[src/rtl/core/sequenced_message_ring_buffer_macros.svh]
// assertion macros shared by the sequenced message ring buffer rtl
// depends on nothing; included by the modules that carry assertions
`ifndef SEQUENCED_MESSAGE_RING_BUFFER_MACROS_SVH
`define SEQUENCED_MESSAGE_RING_BUFFER_MACROS_SVH

// same-cycle implication, disabled while reset is high
`define SMRB_ASSERT_IMPL(label, clk, rst, ante, cons, msg) \
   label: assert property (@(posedge clk) disable iff (rst) (ante) |-> (cons)) \
      else $error(msg);

// next-cycle implication, disabled while reset is high
`define SMRB_ASSERT_NEXT(label, clk, rst, ante, cons, msg) \
   label: assert property (@(posedge clk) disable iff (rst) (ante) |=> (cons)) \
      else $error(msg);

`endif

[src/rtl/core/smrb_pkg.sv]
// shared types, codes and constants of the sequenced message ring buffer
// depends on nothing; used by every module of the block
`default_nettype none

package smrb_pkg;

   localparam int SLOTS_DEFAULT      = 64;
   localparam int MAX_LEN_DEFAULT    = 8;
   localparam int WORD_WIDTH_DEFAULT = 32;

   // fixed field widths of the transactions
   localparam int SEQ_W    = 21;
   localparam int DATUM_W  = 32;
   localparam int STATUS_W = 3;
   localparam int WAIT_W   = 7;

   // widest slot index and message length over the parameter ranges
   localparam int SLOT_W_MAX = 10;
   localparam int LEN_W_MAX  = 7;

   localparam logic [SEQ_W-1:0] NUMBER_LIMIT = SEQ_W'(2000000);

   // both buffers are powers of two so their pointers wrap on their own
   localparam int QUEUE_DEPTH = 4;
   localparam int QUEUE_AW    = 2;
   localparam int QUEUE_CW    = 3;
   localparam int OUT_DEPTH   = 2;
   localparam int OUT_AW      = 1;
   localparam int OUT_CW      = 2;

   localparam logic CMD_APPEND = 1'b0;
   localparam logic CMD_FETCH  = 1'b1;

   localparam logic [STATUS_W-1:0] STATUS_WORD_TAKEN = 3'd0;
   localparam logic [STATUS_W-1:0] STATUS_COMMITTED  = 3'd1;
   localparam logic [STATUS_W-1:0] STATUS_TOO_LONG   = 3'd2;
   localparam logic [STATUS_W-1:0] STATUS_NUM_LIMIT  = 3'd3;
   localparam logic [STATUS_W-1:0] STATUS_EXACT      = 3'd4;
   localparam logic [STATUS_W-1:0] STATUS_OLDEST     = 3'd5;
   localparam logic [STATUS_W-1:0] STATUS_NOT_YET    = 3'd6;
   localparam logic [STATUS_W-1:0] STATUS_GAP        = 3'd7;

   typedef struct packed {
      logic               cmd;
      logic [DATUM_W-1:0] datum;
      logic               datum_present;
      logic               end_of_message;
      logic [SEQ_W-1:0]   seq_request;
   } smrb_req_type;

   typedef struct packed {
      logic [STATUS_W-1:0] status;
      logic [SEQ_W-1:0]    seq_number;
      logic [DATUM_W-1:0]  datum_res;
      logic                datum_present_res;
      logic                last;
      logic [WAIT_W-1:0]   waiting;
   } smrb_rsp_type;

   // one classified transaction, handed from the front to the back
   typedef struct packed {
      logic                  is_fetch;
      logic                  word_present;
      logic                  word_ok;
      logic [DATUM_W-1:0]    word;
      logic [LEN_W_MAX-1:0]  stage_idx;
      logic                  eom;
      logic                  commit_ok;
      logic [LEN_W_MAX-1:0]  length;
      logic [SEQ_W-1:0]      seq;
      logic [SLOT_W_MAX-1:0] slot;
      logic                  hit;
      logic [STATUS_W-1:0]   status;
      logic [WAIT_W-1:0]     waiting;
   } smrb_op_type;

endpackage

`default_nettype wire

[src/rtl/core/smrb_queue.sv]
// short first-in first-out queue of classified transactions between the
// front and the back end; uses smrb_pkg
`default_nettype none

module smrb_queue (
   input  wire logic                  clock,
   input  wire logic                  reset,
   input  wire logic                  push,
   input  wire smrb_pkg::smrb_op_type push_data,
   output logic                       full,
   input  wire logic                  pop,
   output logic                       out_valid,
   output smrb_pkg::smrb_op_type      out_data
);

   localparam int AW = smrb_pkg::QUEUE_AW;
   localparam int CW = smrb_pkg::QUEUE_CW;

   smrb_pkg::smrb_op_type entries_ff [smrb_pkg::QUEUE_DEPTH];
   logic [AW-1:0]         wr_ptr_ff, wr_ptr_in;
   logic [AW-1:0]         rd_ptr_ff, rd_ptr_in;
   logic [CW-1:0]         count_ff, count_in;

   always_comb begin
      full      = (count_ff == CW'(smrb_pkg::QUEUE_DEPTH));
      out_valid = (count_ff != '0);
      out_data  = entries_ff[rd_ptr_ff];
      wr_ptr_in = wr_ptr_ff + AW'(push);
      rd_ptr_in = rd_ptr_ff + AW'(pop);
      count_in  = count_ff + CW'(push) - CW'(pop);
   end

   always_ff @(posedge clock) begin
      if (push) begin
         entries_ff[wr_ptr_ff] <= push_data;
      end
   end

   always_ff @(posedge clock) begin
      if (reset) begin
         wr_ptr_ff <= '0;
         rd_ptr_ff <= '0;
         count_ff  <= '0;
      end else begin
         wr_ptr_ff <= wr_ptr_in;
         rd_ptr_ff <= rd_ptr_in;
         count_ff  <= count_in;
      end
   end

endmodule

`default_nettype wire

[config.mk]
export PLATFORM = sky130hd
export DESIGN_NAME = smrb_queue
export DESIGN_NICKNAME = d
export VERILOG_FILES = /design/src/rtl/core/sequenced_message_ring_buffer_macros.svh /design/src/rtl/core/smrb_pkg.sv /design/src/rtl/core/smrb_queue.sv
export SDC_FILE = /design/constraint.sdc
export NUM_CORES = 1
export LEC_CHECK = 0
export CORE_MARGIN = 5
export CORE_UTILIZATION = 55
export DETAILED_ROUTE_END_ITERATION = 12
export DONT_BUFFER_PORTS = 1
export PLACE_DENSITY = 0.7
export SLEW_MARGIN = 20
export SYNTH_ARGS = -nofsm -noshare
export SYNTH_HDL_FRONTEND = slang
export SYNTH_SLANG_ARGS = --single-unit
[constraint.sdc]
create_clock -name clock -period 17.7 [get_ports clock]
set_input_delay 0 -clock clock [delete_from_list [all_inputs] [get_ports clock]]
set_output_delay 0 -clock clock [all_outputs]
set_load 0.005 [all_outputs]
* Word-level counts from Yosys, hierarchy flattened
Memories as Yosys holds them, arrays and structs flattened. A register that Yosys moved wholly into a read port is not among the register bits. Index checks and enable logic that the tools add are counted.
Word-level totals: bits in registers 7, memories 1, input port bits 97, logic and storage cells 13, RAM bits 372
Operators by class: muxes and demuxes 3, reductions and logical operators 1, equal/unequal tests 1, add/sub/neg operators 4
Memories:
- entries_ff | depth 4, width 93, rd ports 1, clocked after memory_dff 1, wr ports 1, line smrb_queue.sv:19 | smrb_pkg::smrb_op_type entries_ff [smrb_pkg::QUEUE_DEPTH];
Operators with widths (count):
- adder 2 x 1 -> 2 bit | 2
- adder 3 x 1 -> 3 bit | 1
- equality test 3 bit, second input constant | 1
- nonzero test 3 bit | 1
- subtractor 3 x 1 -> 3 bit | 1
- 2-to-1 mux 1 bit | 2
- 2-to-1 mux 2 bit | 1

* Logic depth before layout (Yosys ltp)
depth after elaboration 2, mapped depth 7

* Worst setup path after synthesis
Ideal clock, no wire load.
path type reg-to-reg, start register wr_ptr_ff[1], end memory entries_ff[0][0] in the netlist's numbering, enable pin, stages on the path, launching flop included 2, setup slack 9920 ps, buffers on the path 0, data arrival time 7103 ps, period minus slack after synthesis 7780 ps, required time 17023 ps, cell sequence dfxtp_1 > nor3b_1
RTL lines:
- from (decl) | line smrb_queue.sv:20 | logic [AW-1:0] wr_ptr_ff, wr_ptr_in;
- from (signal assigned) | line smrb_queue.sv:45 | wr_ptr_ff <= wr_ptr_in;
- to (decl) | line smrb_queue.sv:19
No word-level cell before the write port.

==> out/results.tsv <==
metric	value	unit
Post-synth EDFFs	372	
WL final	25200	microns
XOR/XNOR share of the synthesized area	0.300	%
most common cell in the netlist	edfxtp_1	
Synth warnings	0	
root buf cell	clkbuf_16	
Ports	192	
initial core utilization	56.3	%
hold crit path type	in -> reg	
final design utilization	66.7	%
Final ANT Viol Nets	0	
max incr delay on CP	0.70	ns
global-route wire length before repair	38400	microns
crit-path cells	buf_4 > mux4_2	
mux contribution to synthesized area	15.2	%
Yosys reg bits	379	
CTS buffer count	38	
DR iter-0 viols	574	
fin cells	995	
dominant synthesized flop cell	edfxtp_1	
# diodes	0	
status	finished, final reports clean	
slowest CP cell	buf_4	
pre-CTS setup slack	15.08	ns
die area	0.0283	sq mm
hold_buf cts	97	
vias	5826	
clk slew on worst S/H paths	0.06	ns
setup tns final	0	ns
largest family of logic cells by synthesized area	multiplexers	
Worst setup EP type	output port	
fin crit period	2.56	ns
Seq/Total Area, Yosys	82.2	%
Final Hold Viols	0	
final worst path period share	14.4	%
total power density per cell area	121	mW/mm^2
Worst Tran Pin Value	1.14	ns
largest net degree at the start of global routing	75	
CTS sink count	379	
Mean Syn Cell Area	26.6	sq um
clock buffer depth	3	
TritonCTS clock tree	yes	
maximum vdd drop	0.0000836	V
CTS H-tree lvls	2	
synth unique cells	19	
Post CTS Setup Buffer Count	0	
initial antenna violation count	0	
Compound-Gate Fraction of Synth Area	0	%
max_slew headroom	23.8	%
RSZ-0062 raised after global routing	false	
CP arrival	2.56	ns
Final Setup Violations	0	
WP data required	17.70	ns
Synth Area in Simple Gates	0.573	%
post-DP HPWL	15000	microns
Die X	168	microns
DRC	0	
post-synth top area share	81.2	%
Commonest cells post-synth	edfxtp_1, mux4_2, buf_2	
core box area	0.0245	sq mm
post-CTS sizing	0	
Fmax	0.391	GHz
kind of start point of the critical path	register	
Crit Path Max Fanout	42	
layout overhead on the synthesized area	18.6	%
Synth async-reset ratio	0	%
post-synthesis adder-cell area fraction	0.509	%
DR pass1 iterations	4	
Net count, final	746	
Placer Congestion	0.815	
Cell Area, Synth	0.0138	sq mm
leakage power	5.15	nW
Post-Syn Nets	620	
fin worst setup slack	15.14	ns
clock latency on the worst-skew pair	0.51	ns
max_cap viols	0	
row count	57	
Total GRT Usage	17.8	%
vias in the first global route	6312	
Inst Count DP	830	
cell taking the most area after synthesis	edfxtp_1	
Clock Skew	0.0279	ns
die height	168	microns
CP Class	reg -> out	
Avg WL per Cell	25.3	microns
Area contributors post-synth	edfxtp_1, mux4_2, dfxtp_1, buf_6, ha_1	
number of vias per cell	5.86	
Synth Instances	518	
count of pins over their slew limit	0	
IO buf count	0	
share of layout cells above drive strength 1	23.8	%
gr ovfl total	0	
==> cells in the final DEF (no fill, tap or decap), types with 2 or more instances in the layout <==
cell             n
dfxtp_4          2
dlygate4sd3_1   97
dfxtp_1          5
nor2_1           3
nor2b_1          4
inv_1            4
bufinv_16        4
ha_1             4
clkbuf_16       39
clkinv_1         9
xnor2_1          2
clkinv_2         7
mux4_2          93
clkbuf_1         6
edfxtp_1       372
buf_4            7
==> state kept, by name, indices dropped and copies added, names as in the netlist <==
signal and flops:
count_ff 3, entries_ff 372, rd_ptr_ff 2, wr_ptr_ff 2
==> routing by layer <==
metal	vias up	share of wire, %	track usage [%]	wire length, microns
li1	2483	-	-	-
met1	3052	38	22.6	9500
met2	252	51	29.9	13000
met3	39	8.7	5.79	2200
met4	0	2.1	4.98	521
met5	-	0	0	0
==> cells by family after synthesis <==
kind of cell	after synthesis
fa+ha+maj	5
xor+xnor	3
mux	93
buf+inv	24
flops	379
simple gates	14
==> critical path, delay by kind of cell, from the launching register on <==
kind | cells | cell delay (ns)
flops | 1 | 0.67
buf+inv | 1 | 0.70
mux | 1 | 0.63
==> cell type report <==
| class | count | area [sq um] |
|---|---|---|
| Fill cell | 1466 | 8140 |
| Tap cell | 324 | 405 |
| Sequential cell | 379 | 11300 |
| Inverter | 4 | 15.0 |
| Multi-Input combinational cell | 115 | 2310 |
| Clock buffer | 45 | 998 |
| Timing Repair Buffer | 106 | 1070 |
| Clock inverter | 22 | 206 |
==> final timing paths <==
kind,start,end,slack [ns],cells after the start
worst min register to register,wr_ptr_ff[1],wr_ptr_ff[1],0.65,2
worst max register to register,wr_ptr_ff[0],entries_ff[1][57],15.32,2
worst min-delay path,push,entries_ff[0][8],0.09,2
worst max-delay path,rd_ptr_ff[0],out_data[44],15.14,2
==> where the power goes <==
part / switching [mW] / internal [mW] / leakage (nW)
logic: 0.0764 / 0.0742 / 1.08
registers: 0.0180 / 1.03 / 3.48
clock network: 0.307 / 0.460 / 0.594
==> stage by stage <==
stage	power (mW)	cell area [sq um]	hold slack, ns
global route	2.04	16300	0.0693
global placement	1.19	14100	0.0650
CTS	1.99	16300	0.0593
detailed placement	1.19	14100	0.0689
floorplan	1.17	13800	0.0716
finish	1.97	16300	0.0864
Note: power is estimated with default switching activity, not from simulation.
