File: config.mk
export PLATFORM = sky130hd
export DESIGN_NAME = smrb_front
export DESIGN_NICKNAME = d
export VERILOG_FILES = /design/src/rtl/core/sequenced_message_ring_buffer_macros.svh /design/src/rtl/core/smrb_pkg.sv /design/src/rtl/core/smrb_front.sv
export SDC_FILE = /design/constraint.sdc
export NUM_CORES = 1
export LEC_CHECK = 0
export ABC_CLOCK_PERIOD_IN_PS = 8650
export BUFFER_PORTS_ARGS = -buffer_cell sky130_fd_sc_hd__buf_2
export CAP_MARGIN = 40
export CORE_MARGIN = 2
export CORE_UTILIZATION = 51
export CTS_CLUSTER_SIZE = 20
export DETAILED_ROUTE_END_ITERATION = 10
export GPL_TIMING_DRIVEN = 1
export HOLD_SLACK_MARGIN = 0.06
export PLACE_DENSITY = 0.85
export SLEW_MARGIN = 30
export SYNTH_ARGS = -nofsm -noshare
export SYNTH_HDL_FRONTEND = slang
export SYNTH_SLANG_ARGS = --single-unit
File: constraint.sdc
create_clock -name clock -period 8.65 [get_ports clock]
set_input_delay 2.1625 -clock clock [delete_from_list [all_inputs] [get_ports clock]]
set_output_delay 2.1625 -clock clock [all_outputs]
set_load 0.05 [all_outputs]
File: src/rtl/core/sequenced_message_ring_buffer_macros.svh
// assertion macros shared by the sequenced message ring buffer rtl
// depends on nothing; included by the modules that carry assertions
`ifndef SEQUENCED_MESSAGE_RING_BUFFER_MACROS_SVH
`define SEQUENCED_MESSAGE_RING_BUFFER_MACROS_SVH

// same-cycle implication, disabled while reset is high
`define SMRB_ASSERT_IMPL(label, clk, rst, ante, cons, msg) \
   label: assert property (@(posedge clk) disable iff (rst) (ante) |-> (cons)) \
      else $error(msg);

// next-cycle implication, disabled while reset is high
`define SMRB_ASSERT_NEXT(label, clk, rst, ante, cons, msg) \
   label: assert property (@(posedge clk) disable iff (rst) (ante) |=> (cons)) \
      else $error(msg);

`endif

File: src/rtl/core/smrb_pkg.sv
// shared types, codes and constants of the sequenced message ring buffer
// depends on nothing; used by every module of the block
`default_nettype none

package smrb_pkg;

   localparam int SLOTS_DEFAULT      = 64;
   localparam int MAX_LEN_DEFAULT    = 8;
   localparam int WORD_WIDTH_DEFAULT = 32;

   // fixed field widths of the transactions
   localparam int SEQ_W    = 21;
   localparam int DATUM_W  = 32;
   localparam int STATUS_W = 3;
   localparam int WAIT_W   = 7;

   // widest slot index and message length over the parameter ranges
   localparam int SLOT_W_MAX = 10;
   localparam int LEN_W_MAX  = 7;

   localparam logic [SEQ_W-1:0] NUMBER_LIMIT = SEQ_W'(2000000);

   // both buffers are powers of two so their pointers wrap on their own
   localparam int QUEUE_DEPTH = 4;
   localparam int QUEUE_AW    = 2;
   localparam int QUEUE_CW    = 3;
   localparam int OUT_DEPTH   = 2;
   localparam int OUT_AW      = 1;
   localparam int OUT_CW      = 2;

   localparam logic CMD_APPEND = 1'b0;
   localparam logic CMD_FETCH  = 1'b1;

   localparam logic [STATUS_W-1:0] STATUS_WORD_TAKEN = 3'd0;
   localparam logic [STATUS_W-1:0] STATUS_COMMITTED  = 3'd1;
   localparam logic [STATUS_W-1:0] STATUS_TOO_LONG   = 3'd2;
   localparam logic [STATUS_W-1:0] STATUS_NUM_LIMIT  = 3'd3;
   localparam logic [STATUS_W-1:0] STATUS_EXACT      = 3'd4;
   localparam logic [STATUS_W-1:0] STATUS_OLDEST     = 3'd5;
   localparam logic [STATUS_W-1:0] STATUS_NOT_YET    = 3'd6;
   localparam logic [STATUS_W-1:0] STATUS_GAP        = 3'd7;

   typedef struct packed {
      logic               cmd;
      logic [DATUM_W-1:0] datum;
      logic               datum_present;
      logic               end_of_message;
      logic [SEQ_W-1:0]   seq_request;
   } smrb_req_type;

   typedef struct packed {
      logic [STATUS_W-1:0] status;
      logic [SEQ_W-1:0]    seq_number;
      logic [DATUM_W-1:0]  datum_res;
      logic                datum_present_res;
      logic                last;
      logic [WAIT_W-1:0]   waiting;
   } smrb_rsp_type;

   // one classified transaction, handed from the front to the back
   typedef struct packed {
      logic                  is_fetch;
      logic                  word_present;
      logic                  word_ok;
      logic [DATUM_W-1:0]    word;
      logic [LEN_W_MAX-1:0]  stage_idx;
      logic                  eom;
      logic                  commit_ok;
      logic [LEN_W_MAX-1:0]  length;
      logic [SEQ_W-1:0]      seq;
      logic [SLOT_W_MAX-1:0] slot;
      logic                  hit;
      logic [STATUS_W-1:0]   status;
      logic [WAIT_W-1:0]     waiting;
   } smrb_op_type;

endpackage

`default_nettype wire

File: src/rtl/core/smrb_front.sv
// front end: accepts request transactions, keeps the sequence counter and
// staging length, and classifies each transaction for the back end; uses smrb_pkg
`default_nettype none

module smrb_front #(
   parameter int SLOTS   = smrb_pkg::SLOTS_DEFAULT,
   parameter int MAX_LEN = smrb_pkg::MAX_LEN_DEFAULT
) (
   input  wire logic                   clock,
   input  wire logic                   reset,
   input  wire logic                   req_valid,
   output logic                        req_stall,
   input  wire smrb_pkg::smrb_req_type req_data,
   input  wire logic                   q_full,
   output logic                        q_push,
   output smrb_pkg::smrb_op_type       q_data
);

   localparam int SLOT_W = $clog2(SLOTS);
   localparam int LEN_W  = $clog2(MAX_LEN + 1);
   localparam int SEQ_W  = smrb_pkg::SEQ_W;
   localparam int DIFF_W = SEQ_W + 1;

   localparam logic [DIFF_W-1:0] SLOTS_D   = DIFF_W'(SLOTS);
   localparam logic [SLOT_W:0]   SLOTS_X   = (SLOT_W + 1)'(SLOTS);
   localparam logic [SEQ_W-1:0]  SLOTS_S   = SEQ_W'(SLOTS);
   localparam logic [SLOT_W-1:0] LAST_SLOT = SLOT_W'(SLOTS - 1);
   localparam logic [LEN_W-1:0]  MAX_LEN_L = LEN_W'(MAX_LEN);

   logic [SEQ_W-1:0]  next_num_ff, next_num_in;
   logic [SLOT_W-1:0] slot_ptr_ff, slot_ptr_in;
   logic [LEN_W-1:0]  stage_len_ff, stage_len_in;

   logic              accept;
   logic              is_fetch;
   logic              word_ok;
   logic [LEN_W-1:0]  len_after;
   logic              commit_ok;
   logic              not_yet;
   logic              exact;
   logic              oldest;
   logic [DIFF_W-1:0] diff;
   logic [DIFF_W-1:0] wait_cnt;
   logic [SLOT_W:0]   ptr_dist;
   logic [SLOT_W:0]   ptr_x;
   logic [SLOT_W:0]   want_x;

   assign req_stall = q_full;

   always_comb begin
      accept    = req_valid && !q_full;
      is_fetch  = (req_data.cmd == smrb_pkg::CMD_FETCH);
      word_ok   = (stage_len_ff < MAX_LEN_L);
      len_after = stage_len_ff + LEN_W'(req_data.datum_present && word_ok);
      commit_ok = (next_num_ff < smrb_pkg::NUMBER_LIMIT);

      // every number below next_num_ff has been committed, so slot contents
      // follow from the distance between the request and the counter
      not_yet  = (req_data.seq_request >= next_num_ff);
      diff     = DIFF_W'(next_num_ff) - DIFF_W'(req_data.seq_request);
      exact    = !not_yet && (diff <= SLOTS_D);
      oldest   = !not_yet && (diff > SLOTS_D);
      wait_cnt = (diff >= SLOTS_D) ? SLOTS_D : diff;

      // slot of the requested number, counted back from the write pointer
      ptr_dist = diff[SLOT_W:0];
      ptr_x    = {1'b0, slot_ptr_ff};
      want_x   = (ptr_x >= ptr_dist) ? (ptr_x - ptr_dist) : (ptr_x + SLOTS_X - ptr_dist);

      q_data              = '0;
      q_data.is_fetch     = is_fetch;
      q_data.word_present = req_data.datum_present;
      q_data.word_ok      = word_ok;
      q_data.word         = req_data.datum;
      q_data.stage_idx    = smrb_pkg::LEN_W_MAX'(stage_len_ff);
      q_data.eom          = req_data.end_of_message;
      q_data.commit_ok    = commit_ok;
      q_data.length       = smrb_pkg::LEN_W_MAX'(len_after);
      if (is_fetch) begin
         q_data.hit     = exact || oldest;
         q_data.waiting = not_yet ? '0 : smrb_pkg::WAIT_W'(wait_cnt);
         if (exact) begin
            q_data.status = smrb_pkg::STATUS_EXACT;
            q_data.seq    = req_data.seq_request;
            q_data.slot   = smrb_pkg::SLOT_W_MAX'(want_x[SLOT_W-1:0]);
         end else if (oldest) begin
            q_data.status = smrb_pkg::STATUS_OLDEST;
            q_data.seq    = next_num_ff - SLOTS_S;
            q_data.slot   = smrb_pkg::SLOT_W_MAX'(slot_ptr_ff);
         end else begin
            q_data.status = not_yet ? smrb_pkg::STATUS_NOT_YET : smrb_pkg::STATUS_GAP;
         end
      end else begin
         q_data.seq  = next_num_ff;
         q_data.slot = smrb_pkg::SLOT_W_MAX'(slot_ptr_ff);
      end

      // an append with neither word nor end flag leaves no trace
      q_push = accept && (is_fetch || req_data.datum_present || req_data.end_of_message);

      next_num_in  = next_num_ff;
      slot_ptr_in  = slot_ptr_ff;
      stage_len_in = stage_len_ff;
      if (accept && !is_fetch) begin
         if (req_data.end_of_message) begin
            stage_len_in = '0;
            if (commit_ok) begin
               next_num_in = next_num_ff + SEQ_W'(1);
               slot_ptr_in = (slot_ptr_ff == LAST_SLOT) ? '0 : slot_ptr_ff + SLOT_W'(1);
            end
         end else begin
            stage_len_in = len_after;
         end
      end
   end

   always_ff @(posedge clock) begin
      if (reset) begin
         next_num_ff  <= '0;
         slot_ptr_ff  <= '0;
         stage_len_ff <= '0;
      end else begin
         next_num_ff  <= next_num_in;
         slot_ptr_ff  <= slot_ptr_in;
         stage_len_ff <= stage_len_in;
      end
   end

endmodule

`default_nettype wire

== Yosys cells after proc, flatten, opt, wreduce, memory -nomap -nowiden ==
Cells that the tools add are included.

* Add/sub/neg operators: 8
* $lt $le $gt $ge: 7
* Equal/unequal tests: 1
* Muxes and demuxes: 12
* Reductions and logical operators: 13

{| class="wikitable"
|+ Operators by type and width
! cell !! count
|-
| two-way mux 31 bit || 3
|-
| >= comparator 22 x 7 -> 1 bit (second input constant) || 1
|-
| > comparator 22 x 7 -> 1 bit (second input constant) || 1
|-
| less-or-equal comparator 22 x 7 -> 1 bit (second input constant) || 1
|-
| subtractor 21 x 21 -> 22 bit || 1
|-
| adder 21 x 1 -> 21 bit (second input constant) || 1
|-
| >= comparator 21 bit || 1
|-
| less-than comparator 21 bit (second input constant) || 1
|-
| subtractor 21 x 7 -> 21 bit (second input constant) || 1
|-
| two-way mux 7 bit || 2
|-
| adder 6 x 1 -> 6 bit (second input constant) || 2
|-
| two-way mux 6 bit || 2
|-
| subtractor 6 bit || 2
|-
| two-way mux 11 bit || 1
|-
| >= comparator 6 x 7 -> 1 bit || 1
|-
| equality test 6 bit (second input constant) || 1
|-
| logical AND 1 bit || 6
|-
| adder 4 x 1 -> 4 bit || 1
|-
| less-than comparator 4 bit (second input constant) || 1
|-
| two-way mux 4 bit || 1
|-
| logical NOT 1 bit || 3
|-
| logical OR 1 bit || 3
|-
| two-way mux 3 bit || 1
|-
| AND reduction 3 bit || 1
|-
| other kinds (2) || 2
|}

* Bits in registers: 31
* Input port bits: 60
* Word-level logic and storage cells: 44

== Logic depth before layout (Yosys ltp) ==
Gate-level depths: netlist of run 1.

* Depth in word-level cells: 6
* Depth in mapped cells: 15
* Mapped depth without buffers: 14

== Least setup slack after synthesis of run 1 ==
Ideal clock, no wire load.

* Kind: input to output
* Start: input req_data[0] in the netlist's numbering
* End: output q_data[37] in the netlist's numbering
* Data arrival time: 6,096 ps
* Required time: 6,488 ps
* Setup slack: 392 ps
* Stages: 13
* Buffers on the path: 2
* Cells stage by stage: ha_1 > inv_1 > fa_1 > a21o_1 > a221o_1 > a21o_1 > o221a_1 > a221oi_2 > or4b_1 > nand4b_4 > buf_6 > buf_2 > o311ai_1

{| class="wikitable"
|+ RTL lines
! what !! RTL line !! RTL
|-
| start, declared || smrb_front.sv:13 || <nowiki>input wire smrb_pkg::smrb_req_type req_data,</nowiki>
|-
| end, declared || smrb_front.sv:16 || <nowiki>output smrb_pkg::smrb_op_type q_data</nowiki>
|}

==> results list, run 1 <==
* Clock-pin slew on the worst setup and hold paths: 0.07 ns
- Fraction of post-synthesis cell area in the top cell type by area: 14.8%
- Summed negative setup slack over all endpoints: 0 ns
- Post-Syn Instances: 583
- Worst setup slack for register-to-register paths: between 5 and 6 ns
- Synth Area in Compound Gates: a little under a quarter
- After synthesis, the share of flip-flops with an asynchronous set or reset is 0%.
- The number of pins with negative max-slew slack in the final report is 0.
* Diode count: 0
- Number of hold violations in the final report: 0
* DP Area: about 0.0043 mm²
* Leading register cell type out of synthesis: dfxtp_1
- The cell area that synthesis handed to floorplanning was 0.00420 mm².
- Total number of H-tree levels: 2
* Area of the die: 0.00898 mm²
- The number of global-route vias before repair is 3994.
- The finished cells cover between 0.004 and 0.005 mm².
- The top cell types in the final layout, fill and taps aside, are buf_2 (80), nor2_1 (55), inv_1 (47), nand2_1 (47), a21oi_1 (35).
- Synth Area in Adders: 10.5%
- Clock Skew: 0.0111 ns
* Proportion of layout cells with a drive suffix above 1: 16.1%
- After detailed routing, the average wire length per cell comes to ~17 µm.
* Total setup buffers inserted after CTS: 0
- Detailed-route via count: 4436
- Walking the worst path, the cells encountered are buf_2 > ha_1 > inv_1 > fa_1 > a21o_1 > a221o_1 > a211oi_1 > o31ai_1 > xor2_1 > a211oi_1 > and4b_1 > o21ai_1 > clkbuf_4 > a22o_1 > buf_2.
- Portion of the post-synthesis area used by sequential elements: around 15%
* Synth Warn #: 0
* Clk sinks: 31
* Worst-Skew Late Latency: between 0.2 and 0.3 ns
* Routability cong.: 0.991
- Kind of end point of the critical path: primary output
- Maximum achievable frequency: 121 MHz
- TritonCTS clock tree: done
- The endpoint identified for the worst register-to-register timing path is next_num_ff[19].
* Die height: 94.8 µm
- Status: finished, final reports clean
- Xor/xnor cell area share of the yosys netlist: 7.71%
* CP max-delay cell: and4b_1
* Hold path start: stage_len_ff[0]
- Synth Register Bits: 31
* Global router's overall resource usage: 26.7%
- The worst-case IR drop observed on VDD is 65.7 µV.
* Relative slew slack: 53.3%
- Basic-gate share of the synthesized area counting and, or, nand and nor cells: 24.1%
- Dividing total power by cell area gives a power density of 86.8 mW/mm².
- Peak fanout along the critical path: 10
- Count of buffers inserted at the top-level ports: 80
- Distinct cell type count of the synthesized netlist: 66
- Top area cells in the synthesized netlist: dfxtp_1 (15%), ha_1 (9.5%), buf_4 (8.9%)
* Area of the core: roughly 0.0081 mm²
- Global routing finished with a remaining overflow of 0.
* Shortest period the worst path allows: 8.26 ns
- Maximum buffer depth of the clock tree: 2
- Number of buffers added to fix hold violations after cts: 0
* Leakage power summed over all cells: 2.19 nW
* Cts repair resizes: 0
- At the pin with the least slew margin, the transition time is 0.695 ns.
- Layout Area Growth over Synthesis: 5.60%
* Cell count of the worst reg-to-reg path: 9
- The tightest min-delay check is of the flip-flop to flip-flop type.
* Portion of netlist area occupied by mux cells: 3.81%
- Hold Path Stages: 2
- In this design, the stage delay of the slowest critical-path cell is a little under 0.6 ns.
- Max-cap violations in this run came to 0.
- Combinational family with the most area after synthesis: simple AND/OR/NAND/NOR gates
- Number of failing setup endpoints in the final timing report: 0
* Number of rows in the core area: 33
* EDFF count, synth: 0
- Horizontal die dimension: 94.8 µm
* Arrival time at the worst endpoint: 6.10 ns
* Initial detailed-routing violation count: 268
- dfxtp_1 takes more of the synthesized area than any other cell.
- Pin placement for this block handled 155 I/O pins.
* Reg-to-reg critical path startpoint: next_num_ff[11]
- The first global-routing pass estimated 19300 µm of wire.
* Remaining routing DRC violations: 0
* Total Wirelength: 12200 µm
- Startpoint type of the worst setup path: input port
* TritonRoute pass-1 iters: 7
* Average instance area after synthesis: roughly 7 µm²
- Overall power consumption after layout is estimated at between 0.3 and 0.4 mW.
- Setup repair after global routing missed its margin: false
- In the final design database the tool counted between 700 and 800 nets.
* Pin count of the biggest net entering global routing: 31
- The tightest hold path in the finished design has a slack of 0.488 ns.
- Clock tree synthesis selected as its root buffer the cell clkbuf_8.
* Share of the clock period used by the worst path after layout: approximately 95%
- Number of antenna violations at the first check in global routing: 0
* Hpwl dp: roughly 9400 µm
- Most common cell after layout, fill and taps aside: buf_2
* Hold path endpoint: stage_len_ff[0]
- Total clock buffers created by CTS: 5
- The detail route stage leaves a number of antenna-violating nets equal to 0.
* Required time of the critical path: 6.49 ns
- Routed via count divided by cell count: 6.20
- The critical path is of the input port to primary output type.
* Effective utilization at floorplan: about half
## stage by stage
step	util, %	setup slack [ns]	cells
5_1_grt	54.8	0.143	715
4_1_cts	54.7	0.386	714
6_report	54.8	0.390	715
3_5_place_dp	53.3	0.414	706
3_3_place_gp	53.3	0.593	706
2_1_floorplan	-	0.392	592
## metal layers
layer	vias to the layer above	routed length (µm)	GRT usage, %
met5	-	0	0
met4	0	415	11.4
met3	48	1120	3.43
met2	264	5660	44.0
met1	2049	4980	34.9
li1	2075	-	-
## logic make-up after synthesis
| kind of cell | after synthesis |
|---|---|
| flip-flops | 31 |
| adder cells (fa/ha/maj) | 34 |
| AND/OR/NAND/NOR | 197 |
| XOR/XNOR | 37 |
| multiplexers | 16 |
| AO/OA/AOI/OAI | 145 |
| buffers and inverters | 122 |
| other | 1 |
## registers in the layout (all words and copies together) (netlist names)
name,cells
next_num_ff,21
slot_ptr_ff,6
stage_len_ff,4
## worst max-delay path, delay by kind of cell
kind,cells,cell delay (ns)
AND/OR/NAND/NOR,1,0.58
AO/OA/AOI/OAI,7,2.01
XOR/XNOR,1,0.16
adder cells (fa/ha/maj),2,0.59
buffers and inverters,4,0.60
## area by class of cell
class,instances,area [µm²]
Multi-Input combinational cell,439,2960
Inverter,48,180
Tap cell,105,131
Clock inverter,2,35.0
Clock buffer,6,82.6
Sequential cell,31,621
Timing Repair Buffer,84,430
Fill cell,781,3650
## cells in the mapped netlist, drive strengths merged (7+ instances only)
library cell / number
nor3: 12
clkbuf: 18
nor2: 55
o21ai: 21
a31oi: 9
mux2i: 16
o211ai: 7
a211oi: 7
nand3: 14
o21a: 7
dfxtp: 31
buf: 56
or3: 12
a21o: 10
a22o: 10
xnor2: 18
o22ai: 10
a21oi: 35
ha: 32
inv: 47
nand4: 18
xor2: 19
nand2: 47
## power by group
group          switching (mW)  internal [mW]
logic                  0.0607         0.0272
registers            0.000853          0.143
clock network          0.0601         0.0932
total                   0.122          0.264
## worst max-delay path by stage
stage / from / endpoint / slack [ns] / cells past startpoint
after floorplan: req_data[0] / q_data[37] / 0.39 / 13
after global placement: req_data[0] / q_data[22] / 0.59 / 14
after detailed placement: req_data[0] / q_data[22] / 0.41 / 14
after CTS: req_data[0] / q_data[22] / 0.39 / 14
after global routing: req_data[0] / q_data[22] / 0.14 / 15
final: req_data[0] / q_data[22] / 0.39 / 15
Power figures use the tool's default switching activity.
==> inputs of run 2 (changes only) <==
--- a/config.mk
+++ b/config.mk
@@ -13,9 +13,8 @@
 export CTS_CLUSTER_SIZE = 20
 export DETAILED_ROUTE_END_ITERATION = 10
 export GPL_TIMING_DRIVEN = 1
-export HOLD_SLACK_MARGIN = 0.06
 export PLACE_DENSITY = 0.85
-export SLEW_MARGIN = 30
+export RECOVER_POWER = 50
 export SYNTH_ARGS = -nofsm -noshare
 export SYNTH_HDL_FRONTEND = slang
 export SYNTH_SLANG_ARGS = --single-unit
==> run 2 against run 1 <==
Global-route usage unchanged. Sequential power about the same. Combinational power down 0.9%. Core utilization down 0.22 points. Power down 0.48%. Sequential share of layout area up 0.055 points. Count of clock-buffer cells in the layout unchanged. Die area unchanged. Critical path depth down 1. Register-to-register slack worse by 0.05 ns. Sequential cell count unchanged. Setup slack worse by 0.074 ns. Largest power group unchanged.
==> results list, run 2 (synthesized netlist as in run 1, its figures left out) <==
- In this run the worst hold path is classified as flip-flop to flip-flop.
- In this run, placement finished with an instance count of about 710.
- The number of pins with negative max-slew slack in the final report came to 0.
- Total power draw: roughly 0.38 mW
* TritonCTS clock tree: done
- Required time of the critical path: 6.49 ns
- Before antenna repair, the detailed router went through 5 iterations.
- Dividing the detail-routed wire length by the instance count gives 16.9 µm.
* Most common cell after layout, fill and taps aside: buf_2
* Total clock buffers created by CTS: 5
- Between clock sinks in the finished design, the worst skew comes to 0.00806 ns.
- The later pin in the worst-skew pair is clocked with a latency of 0.29 ns.
* Status: finished, final reports clean
- Clock-pin slew was measured on the worst setup and hold paths at approximately 0.07 ns.
- Number of hold violations in the final report: 0
- Setup violations remaining at the end of the flow were counted as 0.
- Hpwl dp: 9440 µm
- After detailed routing, the number of remaining DRC violations is 0.
* Area taken by multi-input logic gates: 0.00296 mm²
- The worst setup path is captured at a primary output.
- Setup slack on the worst reg-to-reg path comes out at 4.97 ns.
* Area of the die: around 0.0090 mm²
- After floorplanning, the core was sized to cover 0.00809 mm².
- Peak fanout along the critical path: 11
- Proportion of layout cells with a drive suffix above 1: 14.6%
- Based on the critical path, the design can be clocked at up to 120 MHz.
* Final design instance area without fill: ~0.0044 mm²
- DP Area: roughly 0.0043 mm²
- Count of buffers inserted at the top-level ports: 80
* Number of antenna violations at the first check in global routing: 0
- Final-layout fill cell count: 784
- STA classifies the critical path startpoint as an input port.
- Setup repair after global routing left no endpoint under its margin.
- The initial utilization of the core area, before any placement, comes to 51.9%.
- Number of flip-flops under the largest register name: 21
- Summed over all layers, the routed wires come to 12100 µm.
- Hold Path Stages: 2
* Relative slew slack: 47.4%
* Total area of sequential cells: slightly above 600 µm²
- Post-layout instance count excluding filler cells: between 700 and 800
* Number of max-capacitance violations reported: 0
- Maximum buffer depth of the clock tree: 2
- Detailed-route via count: 4411
- Cts repair resizes: 0
- In this run the remaining antenna-violating nets after routing total 0.
- Power per unit of standard cell area: 86.7 mW/mm²
- Horizontal die dimension: 94.8 µm
- Total setup buffers inserted after CTS: 0
- Layout Area Growth over Synthesis: 5.18%
- Share of the clock period used by the worst path after layout: 96.3%
- Arrival time at the worst endpoint: slightly above 6 ns
* Clk sinks: 31
* Cell count of the worst reg-to-reg path: 9
- The first global-routing pass estimated 19300 µm of wire.
- Type of the setup path with the least slack: input port to primary output
* Register containing the most flip-flops in the final layout: next_num_ff
* Worst slew pin tran: 0.783 ns
- In the global route stage, overall resource usage came out at a little over a quarter.
* Summed negative setup slack over all endpoints: 0 ns
* Root Driver: clkbuf_8
* Die height: 94.8 µm
- The detailed router finished its first iteration with between 200 and 300 violations.
* VDD IR-drop max: 65.7 µV
* Layout Nets: approximately 700
- Number of buffers added to fix hold violations after cts: 0
- Measured on the finished design, the core utilization comes to 54.6%.
- The largest registers in the layout are next_num_ff x21, slot_ptr_ff x6, stage_len_ff x4.
- The number of global-route vias before repair came to 3994.
- Routed via count divided by cell count: 6.18
- Number of rows in the core area: 33
* Total number of H-tree levels: 2
- For this design the static power due to leakage is 2.16 nW.
- Diode count: 0
- Boundary Pins: 155
- Subtracting the final worst setup slack from the clock period gives 8.33 ns.
- Routability-driven placement finished with a final weighted congestion of 0.991.
- Entering global routing, the biggest net connects 31 pins.
- Aggregate global routing overflow: 0
- Top library cells by usage in the layout, fill and taps aside: buf_2 (72), nor2_1 (55), inv_1 (47), nand2_1 (47), a21oi_1 (35)
[run 2: cell types whose count changed in the layout (fill, tap and decap cells not counted)]
cell and change:
clkbuf_1 +8, buf_2 -8, clkbuf_4 -1
[run 2: final timing paths]
kind / startpoint / to
setup / recovery: req_data[0] / q_data[22]
hold / removal: stage_len_ff[0] / stage_len_ff[0]
setup reg to reg: next_num_ff[11] / next_num_ff[19]
hold reg to reg: stage_len_ff[0] / stage_len_ff[0]
[run 2: report_power, final]
group	internal (mW)	total, mW	switching (mW)	leakage, nW
sequential	0.143	0.144	0.000842	0.250
clock	0.0932	0.152	0.0590	0.0612
combinational	0.0267	0.0871	0.0604	1.85
total	0.263	0.383	0.120	2.16
[run 2: layout make-up]
class	count	share of cell area, %
Clock buffer	6	1.87
Sequential cell	31	14.0
Multi-Input combinational cell	439	66.9
Clock inverter	2	0.793
Timing Repair Buffer	83	9.34
Tap cell	105	2.97
Inverter	48	4.08
[run 2: layer usage]
metal | track usage (%) | vias up | wire length (µm)
li1 | - | 2076 | -
met1 | 34.9 | 2038 | 4930
met2 | 44.0 | 255 | 5670
met5 | 0 | - | 0
met3 | 3.43 | 42 | 1090
met4 | 11.4 | 0 | 401
[run 2: worst max-delay path: stages]
cell	delay, ns
buf_2	0.09
ha_1	0.18
inv_1	0.07
fa_1	0.41
a21o_1	0.20
a221o_1	0.42
a21o_1	0.21
o221a_1	0.26
a221oi_2	0.18
or4b_1	0.48
and4b_1	0.58
o21ai_1	0.36
a22o_1	0.36
buf_2	0.22
[run 2: per-stage QoR]
stage	hold slack, ns	setup slack (ns)
global route	0.517	0.0159
detailed placement	0.475	0.414
CTS	0.484	0.386
floorplan	0.482	0.392
global placement	0.460	0.593
finish	0.493	0.316
